## config.mk

```make
export PLATFORM = sky130hd
export DESIGN_NAME = serial_camera_capture_host_unit
export DESIGN_NICKNAME = d
export VERILOG_FILES = /design/src/hw/rtl/scch_pkg.sv /design/src/hw/rtl/scch_front.sv /design/src/hw/rtl/scch_queue.sv /design/src/hw/rtl/scch_back.sv /design/src/hw/rtl/serial_camera_capture_host_unit.sv
export SDC_FILE = /design/constraint.sdc
export NUM_CORES = 1
export LEC_CHECK = 0
export BUFFER_PORTS_ARGS = -buffer_cell sky130_fd_sc_hd__buf_2
export CAP_MARGIN = 20
export CORE_MARGIN = 2
export CORE_UTILIZATION = 35
export CTS_BUF_LIST = sky130_fd_sc_hd__clkbuf_8
export CTS_CLUSTER_DIAMETER = 60
export DETAILED_ROUTE_END_ITERATION = 12
export PLACE_DENSITY = 0.62
export SETUP_SLACK_MARGIN = 0.05
export SLEW_MARGIN = 20
export SYNTH_ARGS = -nofsm -noshare
export SYNTH_HDL_FRONTEND = slang
export SYNTH_SLANG_ARGS = --single-unit
```

## constraint.sdc

```tcl
create_clock -name clock -period 11.8 [get_ports clock]
set_input_delay 2.36 -clock clock [delete_from_list [all_inputs] [get_ports clock]]
set_output_delay 2.36 -clock clock [all_outputs]
set_load 0.01 [all_outputs]
```

## src/hw/rtl/scch_pkg.sv

```systemverilog
`timescale 1ns / 1ps
// ----------------------------------------------------------------------------
// scch_pkg
// Types, codes and reply tables of the serial camera capture host.
// ----------------------------------------------------------------------------
package scch_pkg;

   // input opcodes
   localparam logic [1:0] OP_SYNC    = 2'd0;
   localparam logic [1:0] OP_CAPTURE = 2'd1;
   localparam logic [1:0] OP_NEXT    = 2'd2;
   localparam logic [1:0] OP_RX      = 2'd3;

   // result kinds
   localparam logic [1:0] KIND_TX    = 2'd0;
   localparam logic [1:0] KIND_DATA  = 2'd1;
   localparam logic [1:0] KIND_EVENT = 2'd2;

   // status events
   localparam logic [2:0] EV_NONE      = 3'd0;
   localparam logic [2:0] EV_READY     = 3'd1;
   localparam logic [2:0] EV_SIZE_ZERO = 3'd2;
   localparam logic [2:0] EV_PACKAGE   = 3'd3;
   localparam logic [2:0] EV_IMAGE     = 3'd4;
   localparam logic [2:0] EV_REFUSED   = 3'd5;

   // register indexes
   localparam logic [1:0] REG_COLOR_FORMAT    = 2'd0;
   localparam logic [1:0] REG_RAW_RESOLUTION  = 2'd1;
   localparam logic [1:0] REG_JPEG_RESOLUTION = 2'd2;
   localparam logic [1:0] REG_PACKAGE_PAYLOAD = 2'd3;

   // protocol phases
   localparam logic [3:0] PH_IDLE     = 4'd0;
   localparam logic [3:0] PH_SYNC_ACK = 4'd1;
   localparam logic [3:0] PH_SYNC_EXT = 4'd2;
   localparam logic [3:0] PH_INIT_ACK = 4'd3;
   localparam logic [3:0] PH_PACK_ACK = 4'd4;
   localparam logic [3:0] PH_SNAP_ACK = 4'd5;
   localparam logic [3:0] PH_PIC_ACK  = 4'd6;
   localparam logic [3:0] PH_SIZE     = 4'd7;
   localparam logic [3:0] PH_READY    = 4'd8;
   localparam logic [3:0] PH_STREAM   = 4'd9;

   localparam int CMD_LEN     = 6;
   localparam int QUEUE_DEPTH = 2;

   localparam logic [7:0] BYTE_SYNC_HDR = 8'hAA;
   localparam logic [7:0] ID_INITIAL    = 8'h01;
   localparam logic [7:0] ID_GET_PIC    = 8'h04;
   localparam logic [7:0] ID_SNAPSHOT   = 8'h05;
   localparam logic [7:0] ID_PKG_SIZE   = 8'h06;
   localparam logic [7:0] ID_SYNC       = 8'h0D;
   localparam logic [7:0] ID_ACK        = 8'h0E;
   localparam logic [7:0] BYTE_SYNC_OK  = 8'hF5;
   localparam logic [7:0] BYTE_BYE      = 8'hF0;

   typedef logic [CMD_LEN-1:0][7:0] cmd_type;   // [0] goes out first

   typedef struct packed {
      logic [1:0] opcode;
      logic [7:0] rx_byte;
   } req_type;

   typedef struct packed {
      logic [1:0]  out_kind;
      logic [7:0]  out_byte;
      logic [2:0]  event_code;
      logic [23:0] image_length;
      logic        run_last;
   } rsp_type;

   typedef struct packed {
      logic [7:0] color_format;
      logic [7:0] raw_resolution;
      logic [7:0] jpeg_resolution;
      logic [7:0] package_payload;
   } cfg_type;

   // multi: six transmit beats from bytes; else one beat of kind/bytes[0]/evt
   typedef struct packed {
      logic        multi;
      logic [1:0]  kind;
      logic [2:0]  evt;
      logic [23:0] length;
      cmd_type     bytes;
   } job_type;

   // expected reply byte; zero is a wildcard
   function automatic logic [7:0] reply_byte(input logic [3:0] ph, input logic [2:0] pos);
      logic [7:0] b;
      b = 8'h00;
      case (pos)
         3'd0: b = BYTE_SYNC_HDR;
         3'd1: b = (ph == PH_SYNC_EXT) ? ID_SYNC : ID_ACK;
         3'd2: begin
            case (ph)
               PH_SYNC_ACK: b = ID_SYNC;
               PH_PACK_ACK: b = ID_PKG_SIZE;
               PH_SNAP_ACK: b = ID_SNAPSHOT;
               PH_PIC_ACK:  b = ID_GET_PIC;
               default:     b = 8'h00;
            endcase
         end
         default: b = 8'h00;
      endcase
      return b;
   endfunction

   // payload register limited to 1..249
   function automatic logic [7:0] clamp_payload(input logic [7:0] p);
      logic [7:0] r;
      r = p;
      if (p == 8'd0) r = 8'd1;
      else if (p > 8'd249) r = 8'd249;
      return r;
   endfunction

endpackage

```

## src/hw/rtl/scch_front.sv

```systemverilog
`timescale 1ns / 1ps
// ----------------------------------------------------------------------------
// scch_front
// Accepts input beats, runs the protocol phases and emits one job per beat
// that has results.
// ----------------------------------------------------------------------------
module scch_front (
   input  logic              clock,
   input  logic              reset,
   input  logic              req_valid,
   output logic              req_ready,
   input  scch_pkg::req_type req_data,
   input  scch_pkg::cfg_type cfg,
   output logic              job_valid,
   output scch_pkg::job_type job,
   input  logic              job_ready
);
   import scch_pkg::*;

   logic [3:0]  phase_ff, phase_in;
   logic [2:0]  mpos_ff, mpos_in;
   logic [23:0] remain_ff, remain_in;
   logic [23:0] size_ff, size_in;
   logic [15:0] pkg_num_ff, pkg_num_in;
   logic [8:0]  pkg_idx_ff, pkg_idx_in;
   logic [8:0]  pkg_len_ff, pkg_len_in;
   logic [7:0]  size_b0_ff, size_b0_in;
   logic [7:0]  size_b1_ff, size_b1_in;

   logic        accept;
   logic [7:0]  rx;
   logic [7:0]  pay;
   logic [2:0]  pos;
   logic [2:0]  pos_next;
   logic [7:0]  want;
   logic [8:0]  idx_next;
   logic        data_ok;
   logic [23:0] remain_dec;
   logic [23:0] new_size;
   logic [7:0]  chunk;

   assign req_ready = job_ready;
   assign accept    = req_valid && req_ready;
   assign rx        = req_data.rx_byte;
   assign pay       = clamp_payload(cfg.package_payload);

   function automatic cmd_type stage_cmd(input logic [3:0] ph, input cfg_type c,
                                         input logic [7:0] p);
      cmd_type r;
      r    = '0;
      r[0] = BYTE_SYNC_HDR;
      case (ph)
         PH_INIT_ACK: begin
            r[1] = ID_INITIAL;
            r[3] = c.color_format;
            r[4] = c.raw_resolution;
            r[5] = c.jpeg_resolution;
         end
         PH_PACK_ACK: begin
            r[1] = ID_PKG_SIZE;
            r[2] = 8'h08;
            r[3] = p + 8'd6;
         end
         PH_SNAP_ACK: r[1] = ID_SNAPSHOT;
         default: begin
            r[1] = ID_GET_PIC;
            r[2] = 8'h01;
         end
      endcase
      return r;
   endfunction

   function automatic job_type cmd_job(input cmd_type b);
      job_type j;
      j       = '0;
      j.multi = 1'b1;
      j.kind  = KIND_TX;
      j.bytes = b;
      return j;
   endfunction

   function automatic job_type event_job(input logic [2:0] ev, input logic [23:0] len);
      job_type j;
      j        = '0;
      j.kind   = KIND_EVENT;
      j.evt    = ev;
      j.length = len;
      return j;
   endfunction

   always_comb begin
      pos       = (mpos_ff < 3'd6) ? mpos_ff : 3'd0;
      want      = reply_byte(phase_ff, pos);
      pos_next  = pos + 3'd1;
      idx_next  = pkg_idx_ff + 9'd1;
      data_ok   = (pkg_idx_ff >= 9'd4) && ({1'b0, pkg_idx_ff} + 10'd2 < {1'b0, pkg_len_ff});
      remain_dec = (data_ok && remain_ff != 24'd0) ? remain_ff - 24'd1 : remain_ff;
      new_size  = {rx, size_b1_ff, size_b0_ff};
      chunk     = (remain_ff < {16'd0, pay}) ? remain_ff[7:0] : pay;
   end

   always_comb begin
      phase_in   = phase_ff;
      mpos_in    = mpos_ff;
      remain_in  = remain_ff;
      size_in    = size_ff;
      pkg_num_in = pkg_num_ff;
      pkg_idx_in = pkg_idx_ff;
      pkg_len_in = pkg_len_ff;
      size_b0_in = size_b0_ff;
      size_b1_in = size_b1_ff;
      job_valid  = 1'b0;
      job        = '0;
      if (accept) begin
         case (req_data.opcode)
            OP_SYNC: begin
               job_valid = 1'b1;
               job       = cmd_job({8'h00, 8'h00, 8'h00, 8'h00, ID_SYNC, BYTE_SYNC_HDR});
               phase_in  = PH_SYNC_ACK;
               mpos_in   = 3'd0;
            end
            OP_CAPTURE: begin
               job_valid = 1'b1;
               job       = cmd_job(stage_cmd(PH_INIT_ACK, cfg, pay));
               phase_in  = PH_INIT_ACK;
               mpos_in   = 3'd0;
            end
            OP_NEXT: begin
               job_valid = 1'b1;
               if (phase_ff != PH_READY) begin
                  job = event_job(EV_REFUSED, size_ff);
               end else if (remain_ff == 24'd0) begin
                  job = event_job(EV_IMAGE, size_ff);
               end else begin
                  job = cmd_job({pkg_num_ff[15:8], pkg_num_ff[7:0], 8'h00, 8'h00,
                                 ID_ACK, BYTE_SYNC_HDR});
                  pkg_len_in = {1'b0, chunk} + 9'd6;
                  pkg_idx_in = 9'd0;
                  phase_in   = PH_STREAM;
               end
            end
            default: begin
               case (phase_ff)
                  PH_SYNC_ACK, PH_SYNC_EXT, PH_INIT_ACK,
                  PH_PACK_ACK, PH_SNAP_ACK, PH_PIC_ACK: begin
                     if (want == 8'h00 || want == rx) begin
                        mpos_in = pos_next;
                        if (pos_next == 3'd6) begin
                           mpos_in = 3'd0;
                           case (phase_ff)
                              PH_SYNC_EXT: begin
                                 job_valid = 1'b1;
                                 job       = cmd_job({8'h00, BYTE_SYNC_OK, 8'h00, 8'h00,
                                                      ID_ACK, BYTE_SYNC_HDR});
                                 phase_in  = PH_IDLE;
                              end
                              PH_SYNC_ACK: phase_in = PH_SYNC_EXT;
                              PH_PIC_ACK:  phase_in = PH_SIZE;
                              default: begin
                                 job_valid = 1'b1;
                                 job       = cmd_job(stage_cmd(phase_ff + 4'd1, cfg, pay));
                                 phase_in  = phase_ff + 4'd1;
                              end
                           endcase
                        end
                     end else begin
                        mpos_in = pos;
                     end
                  end
                  PH_SIZE: begin
                     if (pos == 3'd3) size_b0_in = rx;
                     if (pos == 3'd4) size_b1_in = rx;
                     mpos_in = pos_next;
                     if (pos_next == 3'd6) begin
                        mpos_in    = 3'd0;
                        size_in    = new_size;
                        remain_in  = new_size;
                        pkg_num_in = 16'd0;
                        job_valid  = 1'b1;
                        if (new_size != 24'd0) begin
                           phase_in = PH_READY;
                           job      = event_job(EV_READY, new_size);
                        end else begin
                           phase_in = PH_IDLE;
                           job      = event_job(EV_SIZE_ZERO, new_size);
                        end
                     end
                  end
                  PH_STREAM: begin
                     remain_in  = remain_dec;
                     pkg_idx_in = idx_next;
                     if (data_ok) begin
                        job_valid   = 1'b1;
                        job         = '0;
                        job.kind    = KIND_DATA;
                        job.bytes[0] = rx;
                     end
                     // a package never ends on a payload byte
                     if (idx_next >= pkg_len_ff) begin
                        pkg_num_in = pkg_num_ff + 16'd1;
                        phase_in   = PH_READY;
                        job_valid  = 1'b1;
                        if (remain_dec == 24'd0) begin
                           job = cmd_job({BYTE_BYE, BYTE_BYE, 8'h00, 8'h00,
                                          ID_ACK, BYTE_SYNC_HDR});
                        end else begin
                           job = event_job(EV_PACKAGE, size_ff);
                        end
                     end
                  end
                  default: ;
               endcase
            end
         endcase
      end
   end

   always_ff @(posedge clock) begin
      if (reset) begin
         phase_ff   <= PH_IDLE;
         mpos_ff    <= 3'd0;
         remain_ff  <= 24'd0;
         size_ff    <= 24'd0;
         pkg_num_ff <= 16'd0;
         pkg_idx_ff <= 9'd0;
         pkg_len_ff <= 9'd0;
         size_b0_ff <= 8'd0;
         size_b1_ff <= 8'd0;
      end else begin
         phase_ff   <= phase_in;
         mpos_ff    <= mpos_in;
         remain_ff  <= remain_in;
         size_ff    <= size_in;
         pkg_num_ff <= pkg_num_in;
         pkg_idx_ff <= pkg_idx_in;
         pkg_len_ff <= pkg_len_in;
         size_b0_ff <= size_b0_in;
         size_b1_ff <= size_b1_in;
      end
   end

endmodule

```

## src/hw/rtl/scch_queue.sv

```systemverilog
`timescale 1ns / 1ps
// ----------------------------------------------------------------------------
// scch_queue
// Short job queue between the protocol front and the result sequencer.
// ----------------------------------------------------------------------------
module scch_queue (
   input  logic              clock,
   input  logic              reset,
   input  logic              in_valid,
   output logic              in_ready,
   input  scch_pkg::job_type in_job,
   output logic              out_valid,
   input  logic              out_ready,
   output scch_pkg::job_type out_job
);
   import scch_pkg::*;

   localparam int PTR_W = (QUEUE_DEPTH > 1) ? $clog2(QUEUE_DEPTH) : 1;
   localparam int CNT_W = $clog2(QUEUE_DEPTH + 1);

   job_type             entry_ff [QUEUE_DEPTH];
   logic [PTR_W-1:0]    wr_ptr_ff, wr_ptr_in;
   logic [PTR_W-1:0]    rd_ptr_ff, rd_ptr_in;
   logic [CNT_W-1:0]    count_ff, count_in;
   logic                push;
   logic                pop;

   assign in_ready  = (count_ff != CNT_W'(QUEUE_DEPTH));
   assign out_valid = (count_ff != '0);
   assign out_job   = entry_ff[rd_ptr_ff];
   assign push      = in_valid && in_ready;
   assign pop       = out_valid && out_ready;

   always_comb begin
      wr_ptr_in = wr_ptr_ff;
      rd_ptr_in = rd_ptr_ff;
      if (push) wr_ptr_in = (wr_ptr_ff == PTR_W'(QUEUE_DEPTH - 1)) ? '0 : wr_ptr_ff + 1'b1;
      if (pop)  rd_ptr_in = (rd_ptr_ff == PTR_W'(QUEUE_DEPTH - 1)) ? '0 : rd_ptr_ff + 1'b1;
      count_in = count_ff + CNT_W'(push) - CNT_W'(pop);
   end

   always_ff @(posedge clock) begin
      if (reset) begin
         wr_ptr_ff <= '0;
         rd_ptr_ff <= '0;
         count_ff  <= '0;
      end else begin
         wr_ptr_ff <= wr_ptr_in;
         rd_ptr_ff <= rd_ptr_in;
         count_ff  <= count_in;
      end
   end

   always_ff @(posedge clock) begin
      if (push) entry_ff[wr_ptr_ff] <= in_job;
   end

endmodule

```

## src/hw/rtl/scch_back.sv

```systemverilog
`timescale 1ns / 1ps
// ----------------------------------------------------------------------------
// scch_back
// Result sequencer: plays each job out as one or six result beats.
// ----------------------------------------------------------------------------
module scch_back (
   input  logic              clock,
   input  logic              reset,
   input  logic              job_valid,
   output logic              job_ready,
   input  scch_pkg::job_type job,
   output logic              rsp_valid,
   input  logic              rsp_ready,
   output scch_pkg::rsp_type rsp_data
);
   import scch_pkg::*;

   localparam int IDX_W = $clog2(CMD_LEN);

   job_type          cur_ff, cur_in;
   logic             active_ff, active_in;
   logic [IDX_W-1:0] idx_ff, idx_in;
   logic             last;

   assign last      = !cur_ff.multi || (idx_ff == IDX_W'(CMD_LEN - 1));
   assign job_ready = !active_ff || (rsp_ready && last);
   assign rsp_valid = active_ff;

   always_comb begin
      rsp_data.out_kind     = cur_ff.multi ? KIND_TX : cur_ff.kind;
      rsp_data.out_byte     = cur_ff.bytes[idx_ff];
      rsp_data.event_code   = cur_ff.multi ? EV_NONE : cur_ff.evt;
      rsp_data.image_length = cur_ff.multi ? 24'd0 : cur_ff.length;
      rsp_data.run_last     = last;
   end

   always_comb begin
      cur_in    = cur_ff;
      active_in = active_ff;
      idx_in    = idx_ff;
      if (job_ready) begin
         active_in = job_valid;
         cur_in    = job;
         idx_in    = '0;
      end else if (rsp_ready) begin
         idx_in = idx_ff + 1'b1;
      end
   end

   always_ff @(posedge clock) begin
      if (reset) begin
         active_ff <= 1'b0;
         idx_ff    <= '0;
      end else begin
         active_ff <= active_in;
         idx_ff    <= idx_in;
      end
   end

   always_ff @(posedge clock) begin
      cur_ff <= cur_in;
   end

endmodule

```

## src/hw/rtl/serial_camera_capture_host_unit.sv

```systemverilog
`timescale 1ns / 1ps
// An accepted job is registered in the job queue, then in the result
// sequencer. Throughput: one result beat per cycle while rsp_ready is high;
//   a command item gives six transmit beats, an event or data item one.
// The two-entry job queue lets input beats arrive while commands are played out.
// Reset: synchronous, active high; clears phases, counters, queue; presets regs.
// ----------------------------------------------------------------------------
// serial_camera_capture_host_unit
// Host side of a six-byte command serial camera link, with APB registers.
// ----------------------------------------------------------------------------
module serial_camera_capture_host_unit (
   input  logic              clock,
   input  logic              reset,
   input  logic              req_valid,
   output logic              req_ready,
   input  scch_pkg::req_type req_data,
   output logic              rsp_valid,
   input  logic              rsp_ready,
   output scch_pkg::rsp_type rsp_data,
   input  logic              psel,
   input  logic              penable,
   input  logic              pwrite,
   input  logic [3:0]        paddr,
   input  logic [31:0]       pwdata,
   output logic [31:0]       prdata,
   output logic              pready
);
   import scch_pkg::*;

   cfg_type cfg_ff, cfg_in;
   logic    cfg_wr;
   logic    fq_valid, fq_ready;
   job_type fq_job;
   logic    qb_valid, qb_ready;
   job_type qb_job;

   assign pready = 1'b1;
   assign cfg_wr = psel && penable && pwrite && pready;

   always_comb begin
      cfg_in = cfg_ff;
      if (cfg_wr) begin
         case (paddr[3:2])
            REG_COLOR_FORMAT:    cfg_in.color_format    = pwdata[7:0];
            REG_RAW_RESOLUTION:  cfg_in.raw_resolution  = pwdata[7:0];
            REG_JPEG_RESOLUTION: cfg_in.jpeg_resolution = pwdata[7:0];
            REG_PACKAGE_PAYLOAD: cfg_in.package_payload = pwdata[7:0];
            default: ;
         endcase
      end
   end

   always_comb begin
      case (paddr[3:2])
         REG_COLOR_FORMAT:    prdata = {24'd0, cfg_ff.color_format};
         REG_RAW_RESOLUTION:  prdata = {24'd0, cfg_ff.raw_resolution};
         REG_JPEG_RESOLUTION: prdata = {24'd0, cfg_ff.jpeg_resolution};
         REG_PACKAGE_PAYLOAD: prdata = {24'd0, cfg_ff.package_payload};
         default:             prdata = 32'd0;
      endcase
   end

   always_ff @(posedge clock) begin
      if (reset) begin
         cfg_ff.color_format    <= 8'd7;
         cfg_ff.raw_resolution  <= 8'd9;
         cfg_ff.jpeg_resolution <= 8'd7;
         cfg_ff.package_payload <= 8'd64;
      end else begin
         cfg_ff <= cfg_in;
      end
   end

   scch_front u_front (
      .clock     (clock),
      .reset     (reset),
      .req_valid (req_valid),
      .req_ready (req_ready),
      .req_data  (req_data),
      .cfg       (cfg_ff),
      .job_valid (fq_valid),
      .job       (fq_job),
      .job_ready (fq_ready)
   );

   scch_queue u_queue (
      .clock     (clock),
      .reset     (reset),
      .in_valid  (fq_valid),
      .in_ready  (fq_ready),
      .in_job    (fq_job),
      .out_valid (qb_valid),
      .out_ready (qb_ready),
      .out_job   (qb_job)
   );

   scch_back u_back (
      .clock     (clock),
      .reset     (reset),
      .job_valid (qb_valid),
      .job_ready (qb_ready),
      .job       (qb_job),
      .rsp_valid (rsp_valid),
      .rsp_ready (rsp_ready),
      .rsp_data  (rsp_data)
   );

endmodule

```

# Yosys cells after proc, flatten, opt, wreduce, memory -nomap -nowiden
# Memory sizes are Yosys's and may differ from the RTL's. A register that Yosys moved wholly into a read port is not among the register bits.
# Cells that the tools add are included.
[totals]
register_bits = 145
latch_bits = 0
ramBits = 156
mem_bits_ro = 0
input_bits = 53
wordCells = 190
memories = 1
[memory_table]
columns = ["name", "depth", "word_bits", "read_ports", "rd_ports_with_merged_regs", "wr", "line", "text"]
rows = [
  ["u_queue.entry_ff", 2, 78, 1, 1, 1, "scch_queue.sv:21", "job_type entry_ff [QUEUE_DEPTH];"],
]
[classes]
add_sub_neg = 13
n_mul = 0
div_mod_pow = 0
n_lt_le_gt_ge = 7
eq_ne = 33
shifts = 0
mux = 67
bitwise = 5
reduce_logical = 46
[ops]
columns = ["operator", "n"]
rows = [
  ["$mux W78", 8],
  ["$pmux W78 S3", 2],
  ["$pmux W78 S2", 1],
  ["$pmux W32 S4", 1],
  ["$mux W76", 1],
  ["$mux W74", 1],
  ["$mux W24", 3],
  ["$logic_not A24 Y1", 2],
  ["$mux W16", 3],
  ["$pmux W24 S2", 1],
  ["$reduce_bool A24 Y1", 2],
  ["$pmux W4 S3", 3],
  ["$mux W8", 4],
  ["$pmux W16 S2", 1],
  ["$mux W4", 7],
  ["$mux W9", 3],
  ["$bmux W8 S3", 1],
  ["$eq A4 B3 Y1 const B", 6],
  ["$lt A24 B8 Y1", 1],
  ["$pmux W8 S3", 1],
  ["$sub A24 B1 Y24 const B", 1],
  ["$reduce_and A4 Y1", 5],
  ["$pmux W9 S2", 1],
  ["$add A16 B1 Y16 const B", 1],
  ["other kinds (55)", 111],
]

# Longest topological paths before layout
[logic_depth]
depth_word = 13
depth_mapped = 17
mapped_depth_nobuf = 16

# Cells and area by module
# From an unflattened synthesis, not the netlist that was laid out.
[hier_totals]
hier_cells = 1731
area_unflattened_um2 = 19004.5
[by_module_without_submodules]
columns = ["mod", "instances", "cells_each", "area_each_um2", "seq_area_each_um2"]
rows = [
  ["scch_front", 1, 1119, 8156.6, 2102.0],
  ["scch_queue", 1, 272, 5965.7, 4784.6],
  ["scch_back", 1, 179, 3169.3, 2422.3],
  ["serial_camera_capture_host_unit", 1, 161, 1712.9, 640.6],
]

# Worst setup path before layout
# Ideal clock, no wire load.
[synth_timing]
kind = "input -> register"
startpoint = "input port req_data[4] (netlist name)"
endpoint = "memory u_queue.entry_ff[0][0] (netlist name) (enable)"
arrival_ns = 6.767
required_ns = 11.297
slack_ns = 4.530
path_stages = 8
path_buffers = 1
cell_sequence = "clkbuf_1 > a211oi_1 > o211ai_1 > nand4b_1 > o31a_1 > nor3_1 > o21a_1 > nor2b_1"
[synth_between]
elab_chain_len = 9
[synth_lines]
columns = ["element", "line", "text"]
rows = [
  ["start: declaration", "serial_camera_capture_host_unit.sv:16", "input scch_pkg::req_type req_data,"],
  ["$eq A8 B8 Y1", "scch_front.sv:146", "if (want == 8'h00 || want == rx) begin"],
  ["$logic_or A1 B1 Y1", "scch_front.sv:146", ""],
  ["$mux W1", "scch_front.sv:146", ""],
  ["$pmux W1 S3", "scch_front.sv:143", "case (phase_ff)"],
  ["$mux W1", "scch_front.sv:115", "case (req_data.opcode)"],
  ["$mux W1", "scch_front.sv:114", "if (accept) begin"],
  ["$logic_and A1 B1 Y1", "scch_queue.sv:31", "assign push = in_valid && in_ready;"],
  ["$mux W1", "scch_queue.sv:55", "if (push) entry_ff[wr_ptr_ff] <= in_job;"],
  ["$mux W1 (implied by the code)", "scch_queue.sv:55", ""],
  ["end: declaration", "scch_queue.sv:21", ""],
]
# No other way between the ends.

# Final worst setup path
[layout_timing]
startpoint = "input port paddr[2]"
endpoint = "output port prdata[7]"
[layout_between]
elab_chain_len = 2
[layout_lines]
columns = ["element", "line", "text"]
rows = [
  ["start: declaration", "serial_camera_capture_host_unit.sv:23", "input logic [3:0] paddr,"],
  ["$eq A2 B2 Y1 (tied with other cells)", "serial_camera_capture_host_unit.sv:54", "case (paddr[3:2])"],
  ["$pmux W32 S4 *", "serial_camera_capture_host_unit.sv:54", ""],
  ["end: declaration", "serial_camera_capture_host_unit.sv:25", "output logic [31:0] prdata,"],
]
# Mark *: on every way between the ends. The rest lies on a longest branch, timed or not. The select of a mux whose other input is x is not followed.

==> results.toml <==
[run_status]
status = "finished clean"

[power_and_ir_drop]
ir_drop_v = 0.0000758
total_leakage_power_nw = 6.88
powerDensity_mw_per_mm2 = 161
p_total_w = 0.00309

[critical_path]
cp_num_buf_inv = 2
cp_num_cells = 3
r2r-end = "u_queue.entry_ff[1][37]"
cp-startpoint = "paddr[2]"
cp_top_family = "multiplexers"
cp-start-kind = "primary input"
worst_ep_required_time_ps = 9440
r2r-start = "u_front.pkg_idx_ff[0]"
crit_end = "prdata[7]"
critPathMaxFanout = 11
r2r_cells = 14
worstSetupPathType = "primary input to output pin"
cp_slowest_cell = "mux4_2"
cp-end-kind = "output pin"
cp_common_cell = "buf_2"
crit_path_cell_trace = "buf_2 > mux4_2 > buf_2"
crit_arrival_ps = 3390
cpPeakStageDelay_ps = 570
reg2reg_slack_ps = 6950

[clock_network]
cts_buffers = 56
hold_buffers = 0
clock_sinks = 349
insertion_delay_ps = 600
cts.reportedPaths.clkPinSlew_ps = 60
htree_levels = 2
cts-root-buf = "clkbuf_8"
cts_tree = "built"
cts-resized-gates = 0
post_cts_buffers = 0
cts_buffer_depth = 3

[grt]
grt_pass1_wl_mm = 65.5
grt_max_degree = 83
grt_overflow_total = 0
grt_pass1_vias = 11800
antenna_found_initial = 2
groute.usage.overall_pct = 16.2

[hold_path]
whs_path_depth = 2
hp-class = "register to register"

[routing]
via_per_inst = 5.28
drt-wirelength-per-cell_um = 17.8
drc = 0
vias = 12500
wirelength_mm = 41.9
drtIter0Drc = 1019
ant_nets = 0
dr.pass1.iters = 6

[logic_synthesis]
async_flop_share_pct = 0
synth_warnings = 0
synth_area_leaders = "edfxtp_1 36%, dfxtp_1 17%, mux2_2 5.0%, nor2_1 3.8%, ha_1 3.4%"
netlist_instances = 1601
ys_seq_elements = 349
synth_edf_count = 204
yosysMostFrequentCell = "edfxtp_1"
synthTopCellsByCount = "204 x edfxtp_1, 172 x nor2_1, 145 x dfxtp_1"
avgSynthCellArea_um2 = 10.7
ys.flop_type = "edfxtp_1"
yosys.area.top_type = "edfxtp_1"
ys_seq_area_share_pct = 52.5
synth_top_area_share_pct = 35.6
netlist-cell-type-count = 78
syn_area_mm2 = 0.0172

[job]
timing.max_cap.violations = 0

[finish]
finalNonFillerCells = 2358
seq_area_mm2 = 0.00903
final_util_pct = 39.3
drive_above_1_share_pct = 16.8
multiInputGateArea_mm2 = 0.00753
area_growth_pct = 11.4
num-nets-final = 1745
fillers = 4664

[placed_design]
io_buffers = 74
place_congestion = 0.875
post-place-cells = 2249
hpwl_mm = 28.6

[floorplan]
initial_utilization_pct = 35.3
die_w_um = 226
rows = 81
io_pins = 126
die_height_um = 226
die_area_mm2 = 0.0509
core_area_mm2 = 0.0487

[timing]
whs_ps = 454
slew_headroom_pct = 28.4
final-hold-violation-count = 0
fmax_ghz = 0.174
maxSlewViolCount = 0
setup_viol = 0
grt_setup_unrepaired = "no"
fin_crit_ps = 5750
clock_skew_ps = 16.7
finalSetupTns_ps = 0
min_period_over_period_pct = 48.7
worst_pin_slew_ps = 1070
[metal layers]
| layer | part of all wire [%] | vias to the layer above | GRT usage [%] |
|---|---|---|---|
| li1 | - | 5936 | - |
| met1 | 44 | 6122 | 21.3 |
| met2 | 48 | 332 | 27.3 |
| met3 | 5.2 | 60 | 2.62 |
| met4 | 2.3 | 2 | 5.04 |
| met5 | 0.024 | - | 0 |
[metrics by stage]
step / setup WS, ps / area, µm²
6_report: 6050 / 19100
5_1_grt: 6000 / 19100
4_1_cts: 6040 / 19100
3_5_place_dp: 6040 / 18000
3_3_place_gp: 6030 / 18000
2_1_floorplan: 4530 / 17300
[worst min-delay path, delay by kind of cell (launching register included)]
family	cells	cell delay [ps]
compound gates	1	50
flops	1	310
simple gates	1	50
[sequential cells by signal (all words and copies together) (netlist names), 9 cells and up]
| register | cells |
|---|---|
| u_front.pkg_len_ff | 9 |
| u_front.pkg_idx_ff | 9 |
| cfg_ff | 32 |
| u_back.cur_ff | 68 |
| u_front.remain_ff | 24 |
| u_queue.entry_ff | 136 |
| u_front.pkg_num_ff | 16 |
| u_front.size_ff | 24 |
[layout by cell type (no fill, tap or decap), types with 11 or more instances in the layout]
cell	synthesis	routed
edfxtp_1	204	204
nor2_1	172	171
dfxtp_1	145	144
nand2_1	136	135
a21oi_1	93	93
mux2_2	77	77
buf_2	5	73
clkbuf_8	0	66
inv_1	44	65
ha_1	47	47
mux2i_1	44	44
nand3_1	42	42
nor2b_1	42	41
o21ai_0	36	36
xnor2_1	32	32
a22o_1	32	32
nor3_1	27	25
conb_1	2	25
a22oi_1	23	23
nor4_1	20	19
a211oi_1	14	14
or3_1	14	14
xor2_1	13	13
and2_1	14	12
a211o_1	12	12
nand4_1	12	12
a31oi_1	11	11
a222oi_1	11	11
buf_4	26	11
[cells by family (layout without fill, tap and decap cells)]
| logic type | Yosys count | count (layout) | share of synthesized area (%) |
|---|---|---|---|
| simple gates | 549 | 549 | 15.9 |
| flops | 349 | 349 | 52.5 |
| compound gates | 310 | 310 | 12.4 |
| buf+inv | 167 | 235 | 4.39 |
| mux | 131 | 131 | 8.92 |
| fa+ha+maj | 47 | 47 | 3.42 |
| xor+xnor | 46 | 46 | 2.39 |
| other cells | 2 | 27 | 0.0437 |
[power breakdown]
group	leakage, nW	internal [W]	total [W]	switching, W
combinational	3.12	0.000219	0.000528	0.000309
sequential	3.12	0.00151	0.00156	0.0000573
clock	0.647	0.000531	0.00100	0.000469
[how the worst min path moves through the flow]
stage / start / to
after floorplan: u_front.pkg_len_ff[6] / u_front.pkg_len_ff[6]
after CTS: u_front.size_ff[21] / u_front.size_ff[21]
after detailed placement: u_front.size_ff[21] / u_front.size_ff[21]
after global placement: u_front.size_ff[20] / u_front.size_ff[20]
after global routing: u_front.size_ff[13] / u_front.size_ff[13]
final: u_front.size_ff[6] / u_front.size_ff[6]
[area by class of cell]
class	instances	area share (%)
Clock buffer	66	4.75
Clock inverter	39	1.03
Inverter	44	0.863
Timing Repair Buffer	86	2.50
Multi-Input combinational cell	1108	39.3
Antenna cell	2	0.0261
Tap cell	664	4.34
Sequential cell	349	47.2
Power figures use the tool's default switching activity.
